## config.mk

```make
export PLATFORM = sky130hd
export DESIGN_NAME = acdc_div
export DESIGN_NICKNAME = d
export VERILOG_FILES = /design/src/acdc_pkg.sv /design/src/acdc_div.sv
export SDC_FILE = /design/constraint.sdc
export NUM_CORES = 1
export LEC_CHECK = 0
export BUFFER_PORTS_ARGS = -buffer_cell sky130_fd_sc_hd__buf_2
export CAP_MARGIN = 25
export CORE_ASPECT_RATIO = 1.75
export CORE_MARGIN = 3
export CORE_UTILIZATION = 40
export CTS_BUF_LIST = sky130_fd_sc_hd__clkbuf_2 sky130_fd_sc_hd__clkbuf_4 sky130_fd_sc_hd__clkbuf_8
export DETAILED_ROUTE_END_ITERATION = 12
export GPL_TIMING_DRIVEN = 0
export MAX_ROUTING_LAYER = met4
export SYNTH_ARGS = -nofsm -noshare
export SYNTH_HDL_FRONTEND = slang
export SYNTH_SLANG_ARGS = --single-unit
```

## constraint.sdc

```tcl
create_clock -name clk -period 4.5 [get_ports clk]
set_input_delay 0.45 -clock clk [delete_from_list [all_inputs] [get_ports clk]]
set_output_delay 0.45 -clock clk [all_outputs]
set_load 0.01 [all_outputs]
```

## src/acdc_pkg.sv

```systemverilog
`default_nettype none
package acdc_pkg;

  localparam int VALUES_PER_BLOCK = 15;
  localparam int BLOCKS_PER_MB    = 6;
  localparam int MB_STRIDE        = VALUES_PER_BLOCK * BLOCKS_PER_MB;

  localparam logic [1:0] KIND_HEADER  = 2'd0;
  localparam logic [1:0] KIND_PREDICT = 2'd1;
  localparam logic [1:0] KIND_ADD     = 2'd2;

  localparam logic [1:0] DIR_NONE  = 2'd0;
  localparam logic [1:0] DIR_VERT  = 2'd1;
  localparam logic [1:0] DIR_HORIZ = 2'd2;

  localparam logic signed [16:0] DC_MISSING = 17'sd1024;
  localparam logic [2:0]         LAST_BLOCK = 3'd5;
  localparam logic [3:0]         LAST_POS   = 4'd14;
  localparam logic [3:0]         ROW_LAST   = 4'd7;

  localparam int NUM_W = 22;
  localparam int DEN_W = 6;

  typedef struct packed {
    logic signed [NUM_W-1:0] num;
    logic [DEN_W-1:0]        den;
  } div_req_t;

endpackage
`default_nettype wire

```

## src/acdc_div.sv

```systemverilog
`default_nettype none
module acdc_div (
  input  wire logic              clk,
  input  wire logic              rst,
  input  wire logic              start,
  input  wire acdc_pkg::div_req_t req,
  output logic                   done,
  output logic signed [15:0]     quot
);

  localparam int NW = acdc_pkg::NUM_W;
  localparam int DW = acdc_pkg::DEN_W;

  logic          busy;
  logic [4:0]    cnt;
  logic          neg;
  logic [NW-1:0] num;
  logic [NW-1:0] q;
  logic [DW-1:0] rem;
  logic [DW-1:0] den;

  logic [NW-1:0] mag;
  logic [DW:0]   r2;
  logic          qbit;
  logic [DW-1:0] rem_next;
  logic [NW-1:0] q_next;

  // magnitude plus half the divisor, so truncation rounds half away from zero
  assign mag      = req.num[NW-1] ? NW'(-req.num) : NW'(req.num);
  assign r2       = {rem, num[NW-1]};
  assign qbit     = r2 >= {1'b0, den};
  assign rem_next = qbit ? DW'(r2 - {1'b0, den}) : r2[DW-1:0];
  assign q_next   = {q[NW-2:0], qbit};

  always_ff @(posedge clk) begin
    if (rst) begin
      busy <= 1'b0;
      done <= 1'b0;
      cnt  <= '0;
    end else begin
      done <= 1'b0;
      if (start) begin
        busy <= 1'b1;
        cnt  <= 5'(NW - 1);
      end else if (busy) begin
        cnt <= cnt - 5'd1;
        if (cnt == '0) begin
          busy <= 1'b0;
          done <= 1'b1;
        end
      end
    end
  end

  always_ff @(posedge clk) begin
    if (start) begin
      neg <= req.num[NW-1];
      num <= mag + NW'(req.den >> 1);
      den <= req.den;
      rem <= '0;
      q   <= '0;
    end else if (busy) begin
      num <= {num[NW-2:0], 1'b0};
      rem <= rem_next;
      q   <= q_next;
      if (cnt == '0) begin
        quot <= neg ? -$signed(q_next[15:0]) : $signed(q_next[15:0]);
      end
    end
  end

  always_ff @(posedge clk) begin
    if (!rst) begin
      assert (!(start && busy)) else $error("divider restarted while busy");
    end
  end

endmodule
`default_nettype wire

```

==> results.tsv, run 1 <==
stage	metric	value	unit
clock_tree	cts bufs inserted	9	
setup_path	Crit. End Element	flip-flop	
timing	clk_skew	0.004995	ns
yosys	post-synth top area cell	edfxtp_1	
routing	DR DRC count	0	
setup_path	Worst EP required	4.61	ns
layout	most common cell after layout, fill and taps aside	buf_2	
setup_path	worst r2r src	den[1]	
yosys	Netlist cell types	73	
global_route	GR Util All Layers	0.1765	
clock_tree	TritonCTS clock tree	done	
clock_tree	CTS Root Buffer Type	clkbuf_8	
setup_path	worst setup path class	in -> reg	
setup_path	critical path arrival	4.16	ns
yosys	area of the mapped netlist	0.004647	mm^2
routing	number of DRC markers in iteration 0	145	
layout	Fillers	1117	
hold_path	worst hold endpoint	den[0]	
run_status	outcome	finished clean	
setup_path	CP Launch Type	primary input	
place	hpwl dp	8379	um
timing	maximum clock frequency	0.2464	GHz
setup_path	crit path cell chain	buf_2 -> clkbuf_1 -> clkbuf_1 -> clkbuf_2 -> clkbuf_2 -> nand2_1 -> o21ai_0 -> ha_1 -> a211oi_1 -> o21bai_1 -> a21oi_1 -> a211o_1 -> nor3_2 -> xor2_1 -> mux2_2	
pwr	P per Cell Area	315.9	mW/mm^2
layout	layout cell share with drive strength beyond 1	0.2050	
routing	post-route ant nets	0	
setup_path	r2r worst-path depth	12	
place	port bufs	45	
setup_path	Worst R2R End	quot[10]	
global_route	vias in the first global route	3610	
pwr	VDD IR max	0.0002078	V
pwr	power consumption	1.653	mW
yosys	syn_area_per_cell	10.19	um^2
layout	n_diodes	0	
layout	commonest cells after routing, fill and taps aside	buf_2, edfxtp_1, xnor2_1	
floorplan	row count	51	
yosys	Seq/Total Area, Yosys	0.4114	
timing	Setup WS post-layout	0.4423	ns
yosys	synth warn	0	
clock_tree	Post-CTS Setup Inserts	0	
floorplan	num ports	48	
hold_path	worst hold path stage count	1	
layout	Nets	561	
place	pre-CTS setup slack	-0.2740	ns
setup_path	r2r setup slk	1.36	ns
clock_tree	worst skew pair latency	0.35	ns
layout	sequential cell area	0.001912	mm^2
setup_path	Worst path slowest cell	clkbuf_1	
yosys	area share of the largest cell type after synthesis	0.2908	
yosys	Post-synth EDFFs	45	
flow_run	max-cap check violation count	0	
floorplan	Die Wd	87.48	um
setup_path	slowest stage delay, CP	0.40	ns
routing	drt wl/cell	16.30	um
yosys	number of synthesized register bits	73	
floorplan	die outline area	0.01300	mm^2
timing	Tmin final	4.058	ns
clock_tree	clock-pin slew on the worst setup and hold paths	0.07	ns
floorplan	die height	148.6	um
place	RD Place Congestion	0.8511	
floorplan	core area	0.01123	mm^2
timing	WHS	0.2830	ns
clock_tree	H-tree levels	3	
hold_path	hold path start	req[0]	
timing	Worst-Margin Slew	0.7984	ns
global_route	GR Overflow Total	0	
global_route	initial antenna violation count	0	
routing	final wirelength	10580	um
yosys	synthesized instance count	456	
yosys	Mapped Nets	504	
pwr	Leak	1.931	nW
yosys	Post-synth top flop	edfxtp_1	
clock_tree	clock sinks	73	
clock_tree	Max Buffers Root-to-Sink	2	
hold_path	type of the most critical hold path	in -> reg	
timing	final period utilization	0.9017	
layout	fin util	0.4659	
yosys	asr flop ratio synth	0	
timing	Setup Viol. Count Final	0	
yosys	dominant cells by area after synthesis	edfxtp_1, dfxtp_1, xnor2_1, ha_1, nor2_1	
timing	endpoints failing hold	0	
floorplan	initial core utilization	0.4138	
timing	max-slew violations	0	
routing	vias post-DR	3627	
layout	area grow syn2layout	12.60	%
timing	RSZ-0062 raised after global routing	false	
setup_path	CP max FO	10	
routing	vias per std cell	5.589	
routing	First-pass DRT Iterations	5	
layout	multi-input logic area	0.002545	mm^2
global_route	first-pass GRT wire length	17380	um
timing	Slew HR	0.4672	
global_route	largest net degree at the start of global routing	23	
## worst max-delay path: cells and delay by family
kind,cells,cell delay [ns]
buffers and inverters,5,1.53
XOR/XNOR,1,0.17
AO/OA/AOI/OAI,5,1.24
multiplexers,1,0.27
adder cells (fa/ha/maj),1,0.32
AND/OR/NAND/NOR,2,0.19
## metal layers
metal / up-vias / global-route usage / part of all wire / wire [um]
met3: 17 / 0.02772 / 0.028 / 291
met4: 0 / 0.07911 / 0.027 / 283
li1: 1823 / - / - / -
met1: 1712 / 0.1694 / 0.37 / 3884
met5: - / - / 0 / 0
met2: 75 / 0.3335 / 0.58 / 6116
## registers in the layout, summed over array words and instances, names as in the netlist
register	cells
num	22
quot	16
q	15
den	6
rem	6
cnt	5
busy	1
done	1
neg	1
## power by group
group | total (mW) | switching (mW) | leakage [nW] | internal [mW]
Sequential | 0.797 | 0.0212 | 0.667 | 0.776
Combinational | 0.377 | 0.216 | 1.17 | 0.161
Clock | 0.479 | 0.226 | 0.0975 | 0.253
Total | 1.65 | 0.463 | 1.93 | 1.19
## metrics by stage
step,cell area (um^2),setup TNS (ns),cells
6_report,5233,0,649
5_1_grt,5233,0,649
4_1_cts,5230,0,649
3_5_place_dp,5049,-2.011,634
3_3_place_gp,5037,-1.859,633
2_1_floorplan,4647,0,456
## logic make-up (layout without fill, tap and decap cells)
logic type / count (synthesis) / after routing / synth area share
buffers and inverters: 44 / 105 / 0.04093
and+or+nand+nor: 142 / 142 / 0.1723
AOI/OAI and AO/OA: 103 / 103 / 0.1696
DFF: 73 / 73 / 0.4114
xor gates and xnor gates: 50 / 50 / 0.09424
adders and majority gates: 17 / 17 / 0.04900
muxes: 27 / 27 / 0.06246
## cell usage after synthesis, types with 3 or more instances
library cell,count
nand2b_1,4
nand4_1,5
nor4_2,3
a21o_1,5
inv_1,19
nor3_1,10
nand2_1,25
clkbuf_1,14
xnor2_1,40
o31ai_1,7
ha_1,15
nor2b_1,4
or4_4,4
xor2_1,10
o21ai_1,4
a211oi_1,4
nor2_1,38
o21ai_0,21
or3_1,9
o21a_1,3
edfxtp_1,45
a211o_1,4
or4_1,5
or2_2,4
and3_1,5
a21oi_1,14
a311oi_1,4
nand3_1,8
buf_6,3
o41ai_1,10
buf_1,5
mux2_2,12
mux2i_1,14
dfxtp_1,28
## cell type report
class | count | share of cell area
Buffer | 24 | 0.02248
Timing Repair Buffer | 46 | 0.04519
Tap cell | 132 | 0.03156
Sequential cell | 73 | 0.3654
Inverter | 20 | 0.01435
Multi-Input combinational cell | 339 | 0.4864
Clock buffer | 15 | 0.03467
## repair_timing
| action | in CTS | in global routing |
|---|---|---|
| resized for setup | 0 | 4 |
| hold buffers | 0 | 0 |
| setup endpoints to repair | 0 | 11 |
## how the worst max path moves through the flow
stage                     startpoint  endpoint  slack [ns]  cells after the start
after floorplan              req[27]   num[13]        0.80                     14
after global placement       req[27]   num[13]       -0.27                     14
after detailed placement     req[27]   num[13]       -0.27                     14
after CTS                    req[27]   num[13]        0.07                     14
after global routing         req[27]   num[13]        0.13                     15
final                        req[27]   num[13]        0.44                     15
(Power assumes the default switching activity.)
==> run 2: changes to the inputs <==
Settings changed: PLACE_DENSITY set to 0.68.
==> results.tsv, run 2 (same netlist as run 1, synthesis figures left out) <==
stage	metric	value	unit	change
place	port bufs	45		unchanged
setup_path	CP max FO	10		unchanged
layout	Finished Layout Cells	650		+0.15%
global_route	initial antenna violation count	0		unchanged
place	pre-CTS setup slack	-0.2435	ns	+0.03052 ns
clock_tree	H-tree levels	3		unchanged
layout	most common cell after layout, fill and taps aside	buf_2		
run_status	outcome	finished clean		
place	RD Place Congestion	0.8905		+4.6%
place	DP Cell Count	634		unchanged
floorplan	die height	148.6	um	unchanged
timing	Tmin final	4.050	ns	-0.007838 ns
floorplan	initial core utilization	0.4138		unchanged
routing	number of DRC markers in iteration 0	123		-15%
timing	Setup WS post-layout	0.4501	ns	+0.007838 ns
layout	Nets	561		unchanged
setup_path	worst r2r src	den[1]		
layout	Fillers	1090		-2.4%
pwr	power consumption	1.803	mW	+9.1%
layout	biggest regs	num: 22 flops, quot: 16 flops, q: 15 flops		
pwr	P per Cell Area	340.3	mW/mm^2	+7.7%
routing	post-route ant nets	0		unchanged
setup_path	r2r worst-path depth	12		unchanged
setup_path	Worst R2R End	quot[10]		
clock_tree	clock-pin slew on the worst setup and hold paths	0.07	ns	about the same
timing	Setup Viol. Count Final	0		unchanged
hold_path	worst hold endpoint	den[0]		
clock_tree	TritonCTS clock tree	done		
setup_path	Crit. End Element	flip-flop		
floorplan	row count	51		unchanged
floorplan	Die Wd	87.48	um	unchanged
hold_path	worst hold path stage count	1		unchanged
timing	Slew HR	0.4486		-0.01861
layout	max FFs per register	22		unchanged
pwr	Leak	1.956	nW	+1.3%
routing	drt wl/cell	16.29	um	about the same
routing	DR DRC count	0		unchanged
floorplan	num ports	48		unchanged
global_route	first-pass GRT wire length	17550	um	+0.99%
setup_path	critical path arrival	4.16	ns	about the same
setup_path	r2r setup slk	1.34	ns	-0.02 ns
layout	area grow syn2layout	14.03	%	
flow_run	max-cap check violation count	0		unchanged
global_route	largest net degree at the start of global routing	23		unchanged
hold_path	type of the most critical hold path	in -> reg		
pwr	VDD IR max	0.0003216	V	+55%
timing	Worst-Margin Slew	0.8263	ns	+0.02788 ns
routing	vias post-DR	3707		+2.2%
routing	vias per std cell	5.703		+2.0%
place	hpwl dp	8365	um	-0.16%
routing	First-pass DRT Iterations	4		-1
clock_tree	worst skew pair latency	0.35	ns	about the same
floorplan	die outline area	0.01300	mm^2	unchanged
global_route	GR Util All Layers	0.1751		-0.001445
clock_tree	clock sinks	73		unchanged
timing	max-slew violations	0		unchanged
clock_tree	Max Buffers Root-to-Sink	2		unchanged
timing	Total Neg Setup Slack	0	ns	unchanged
setup_path	worst setup path class	in -> reg		
clock_tree	CTS Root Buffer Type	clkbuf_8		
setup_path	CP Launch Type	primary input		
setup_path	Worst EP required	4.61	ns	about the same
global_route	vias in the first global route	3718		+3.0%
timing	maximum clock frequency	0.2469	GHz	+0.19%
hold_path	hold path start	req[0]		
global_route	GR Overflow Total	0		unchanged
clock_tree	cts bufs inserted	9		unchanged
layout	Largest Register	num		
setup_path	CP startpoint	req[27]		
layout	layout cell share with drive strength beyond 1	0.2066		+0.001535
timing	endpoints failing hold	0		unchanged
timing	final period utilization	0.9000		-0.001742
timing	RSZ-0062 raised after global routing	false		
timing	clk_skew	0.008015	ns	+0.003020 ns
layout	n_diodes	0		unchanged
floorplan	core area	0.01123	mm^2	unchanged
layout	commonest cells after routing, fill and taps aside	buf_2, edfxtp_1, xnor2_1		
routing	final wirelength	10590	um	about the same
timing	WHS	0.2867	ns	+0.003758 ns
-- run 2: cell types whose count changed in the layout (fill, tap and decap cells not counted), sizes merged --
cell | before | now
bufinv | 0 | 3
clkbuf | 29 | 25
clkinv | 1 | 2
clkinvlp | 0 | 1
-- run 2: power breakdown --
group          leakage [nW]  internal, mW  switching (mW)
sequential            0.667         0.775          0.0208
clock                 0.123         0.388           0.239
combinational          1.17         0.162           0.218
-- run 2: worst max-delay path by stage --
stage	to	cells past startpoint
6_report	num[13]	15
2_1_floorplan	num[13]	14
3_3_place_gp	num[13]	14
3_5_place_dp	num[13]	14
4_1_cts	num[13]	14
5_1_grt	num[13]	15
-- run 2: what timing repair did --
action                                  4_1_cts  5_1_grt
endpoints found under the setup margin        0       11
setup buffers                                 0        0
hold endpoints to repair                      0        0
hold buffers                                  0        0
gates resized for setup                       0        4
-- run 2: stage by stage --
stage / util / cell area (um^2)
5_1_grt: 0.4718 / 5299
6_report: 0.4718 / 5299
3_3_place_gp: 0.4485 / 5037
2_1_floorplan: - / 4647
3_5_place_dp: 0.4495 / 5049
4_1_cts: 0.4716 / 5296
-- run 2: final cells by class --
class | instances | area (um^2) | share of cell area
multi-input combinational | 339 | 2545 | 0.4803
sequential | 73 | 1912 | 0.3608
timing repair buffer | 46 | 236.5 | 0.04463
tap | 132 | 165.2 | 0.03117
clock buffer | 11 | 145.1 | 0.02739
buffer | 24 | 117.6 | 0.02220
clock inverter | 5 | 102.6 | 0.01936
inverter | 20 | 75.07 | 0.01417
-- run 2: per-layer routing --
layer | vias to the layer above | share of wire | GRT usage
met3 | 27 | 0.036 | 0.02550
li1 | 1822 | - | -
met2 | 94 | 0.55 | 0.3127
met4 | 0 | 0.039 | 0.1014
met5 | - | 0 | -
met1 | 1764 | 0.38 | 0.1756
-- run 2: critical path, cell delays in order --
cell and delay, ns:
buf_2 0.10, clkbuf_1 0.39, clkbuf_1 0.38, clkbuf_2 0.33, clkbuf_2 0.30, nand2_1 0.08, o21ai_0 0.15, ha_1 0.32
a211oi_1 0.31, o21bai_1 0.12, a21oi_1 0.37, a211o_1 0.29, nor3_2 0.11, xor2_1 0.18, mux2_2 0.27
==> run 3: changes to the inputs <==
Settings changed: CELL_PAD_IN_SITES_DETAIL_PLACEMENT set to 1, CELL_PAD_IN_SITES_GLOBAL_PLACEMENT set to 1, PLACE_DENSITY 0.68 to 0.8.
==> results.tsv, run 3 (same netlist as run 1, synthesis figures left out) <==
stage	metric	value	unit	change
run_status	outcome	finished clean		
setup_path	slowest stage delay, CP	0.44	ns	+0.05 ns
floorplan	die height	148.6	um	unchanged
flow_run	max-cap check violation count	0		unchanged
setup_path	Crit. End Element	flip-flop		
clock_tree	clock-pin slew on the worst setup and hold paths	0.07	ns	about the same
clock_tree	Max Buffers Root-to-Sink	2		unchanged
setup_path	CP max FO	19		+9
setup_path	CP dominant cell by count	clkbuf_1		
floorplan	num ports	48		unchanged
floorplan	initial core utilization	0.4138		unchanged
pwr	Sw Ratio	0.2866		+0.02149
timing	Tmin final	3.993	ns	-0.05700 ns
setup_path	CP startpoint	req[27]		
clock_tree	Post-CTS Setup Inserts	0		unchanged
floorplan	Die Wd	87.48	um	unchanged
clock_tree	cts bufs inserted	9		unchanged
setup_path	Worst EP required	4.60	ns	about the same
pwr	Psw	0.4757	mW	-0.48%
timing	endpoints failing hold	0		unchanged
hold_path	type of the most critical hold path	in -> reg		
layout	n_diodes	0		unchanged
global_route	GR Overflow Total	0		unchanged
timing	clk_skew	0.009387	ns	+0.001372 ns
layout	Finished Cell Area	0.005226	mm^2	-1.4%
routing	number of DRC markers in iteration 0	118		-4.1%
timing	max-slew violations	0		unchanged
timing	maximum clock frequency	0.2504	GHz	+1.4%
global_route	largest net degree at the start of global routing	23		unchanged
setup_path	crit path cell chain	buf_2 -> clkbuf_1 -> clkbuf_1 -> clkbuf_2 -> nand2_1 -> o21ai_0 -> ha_1 -> a211oi_1 -> o21bai_1 -> a21oi_1 -> a211o_1 -> nor3_2 -> xor2_1 -> mux2_2		
timing	RSZ-0062 raised after global routing	false		
clock_tree	worst skew pair latency	0.35	ns	about the same
pwr	VDD IR max	0.0001880	V	-42%
pwr	Clock Power Share	0.283		-0.065
pwr	Reg power frac	0.482		+0.041
timing	Setup Viol. Count Final	0		unchanged
place	RD Place Congestion	0.9182		+3.1%
global_route	vias in the first global route	4167		+12%
layout	area grow syn2layout	12.47	%	
setup_path	r2r worst-path depth	12		unchanged
floorplan	core area	0.01123	mm^2	unchanged
floorplan	row count	51		unchanged
routing	post-route ant nets	0		unchanged
pwr	Leak	1.928	nW	-1.4%
setup_path	worst r2r src	den[1]		
global_route	initial antenna violation count	0		unchanged
timing	Slew HR	0.4716		+0.02306
setup_path	r2r setup slk	1.32	ns	-0.02 ns
pwr	cell internal pwr	1.184	mW	-11%
clock_tree	CTS Root Buffer Type	clkbuf_8		
routing	vias post-DR	3783		+2.1%
layout	Finished Layout Cells	649		-0.15%
timing	Total Neg Setup Slack	0	ns	unchanged
routing	final wirelength	11980	um	+13%
layout	most common cell after layout, fill and taps aside	buf_2		
place	placed standard-cell area	0.005049	mm^2	unchanged
pwr	power consumption	1.660	mW	-7.9%
routing	DR DRC count	0		unchanged
clock_tree	TritonCTS clock tree	done		
routing	drt wl/cell	18.47	um	+13%
setup_path	critical path arrival	4.09	ns	-0.07 ns
floorplan	die outline area	0.01300	mm^2	unchanged
setup_path	CP Launch Type	primary input		
clock_tree	clock sinks	73		unchanged
clock_tree	H-tree levels	3		unchanged
setup_path	Worst path slowest cell	clkbuf_2		
layout	biggest regs	num: 22 flops, quot: 16 flops, q: 15 flops		
setup_path	worst setup path class	in -> reg		
layout	Nets	560		-0.18%
layout	layout cell share with drive strength beyond 1	0.2050		-0.001535
layout	max FFs per register	22		unchanged
global_route	first-pass GRT wire length	20120	um	+15%
place	DP Cell Count	634		unchanged
global_route	GR Util All Layers	0.2041		+0.02906
timing	Worst-Margin Slew	0.7917	ns	-0.03455 ns
place	port bufs	45		unchanged
setup_path	Critical Path End	num[13]		
timing	final period utilization	0.8873		-0.01267
routing	vias per std cell	5.829		+2.2%
pwr	P per Cell Area	317.7	mW/mm^2	-6.7%
setup_path	Worst R2R End	quot[10]		
layout	commonest cells after routing, fill and taps aside	buf_2, edfxtp_1, xnor2_1		
pwr	Comb power frac	0.235		+0.024
routing	First-pass DRT Iterations	4		unchanged
layout	Largest Register	num		
place	hpwl dp	9874	um	+18%
[run 3: cell count changes in the layout (fill, tap and decap cells not counted)]
cell and change:
clkbuf_2 -1, clkbuf_4 +4, bufinv_16 -3, clkinvlp_4 -1
[run 3: final cells by class]
cell class,instances,area (um^2)
fill,1310,6005
timing repair buffer,46,236.5
buffer,23,112.6
inverter,20,75.07
tap,132,165.2
clock inverter,1,5.005
sequential,73,1912
clock buffer,15,175.2
multi-input combinational,339,2545
[run 3: what timing repair did]
action | CTS | global route
pin swaps | 0 | 0
cloned | 0 | 0
hold buffers | 0 | 0
resized for setup | 1 | 0
endpoints found under the setup margin | 2 | 6
[run 3: how the worst min path moves through the flow]
stage                      start     end  cells past startpoint
after floorplan           rem[5]  rem[5]                      2
after global placement    rem[5]  rem[5]                      2
after detailed placement  rem[5]  rem[5]                      2
after CTS                 req[0]  den[0]                      1
after global routing      req[0]  den[0]                      1
final                     req[0]  den[0]                      1
[run 3: metrics by stage]
step	worst slack, ns	hold slack, ns	util
after floorplan	0.7968	0.4205	-
after global placement	-0.2764	0.4741	0.4485
after detailed placement	-0.4689	0.4843	0.4495
after CTS	0.08538	0.2744	0.4657
after global routing	0.2133	0.2769	0.4654
final	0.5071	0.2939	0.4654
[run 3: power by group through the flow]
stage               Combinational [mW]  Clock, mW  Sequential, mW
CTS                              0.396      0.484           0.800
detailed placement               0.395          0           0.813
floorplan                        0.281          0           0.806
global route                     0.440      0.510           0.805
finish                           0.390      0.470           0.800
global placement                 0.370          0           0.811
[run 3: metal layers]
metal,wire length (um),global-route usage,vias to the layer above
met2,7128,0.3961,83
met3,316,0.02772,28
li1,-,-,1823
met1,4066,0.1839,1849
met5,0,-,-
met4,473,0.1022,0
[run 3: critical path, delay by kind of cell]
kind / cells / cell delay [ns]
compound gates: 5 / 1.33
simple gates: 2 / 0.20
mux: 1 / 0.29
fa+ha+maj: 1 / 0.32
buf+inv: 4 / 1.32
xor+xnor: 1 / 0.18
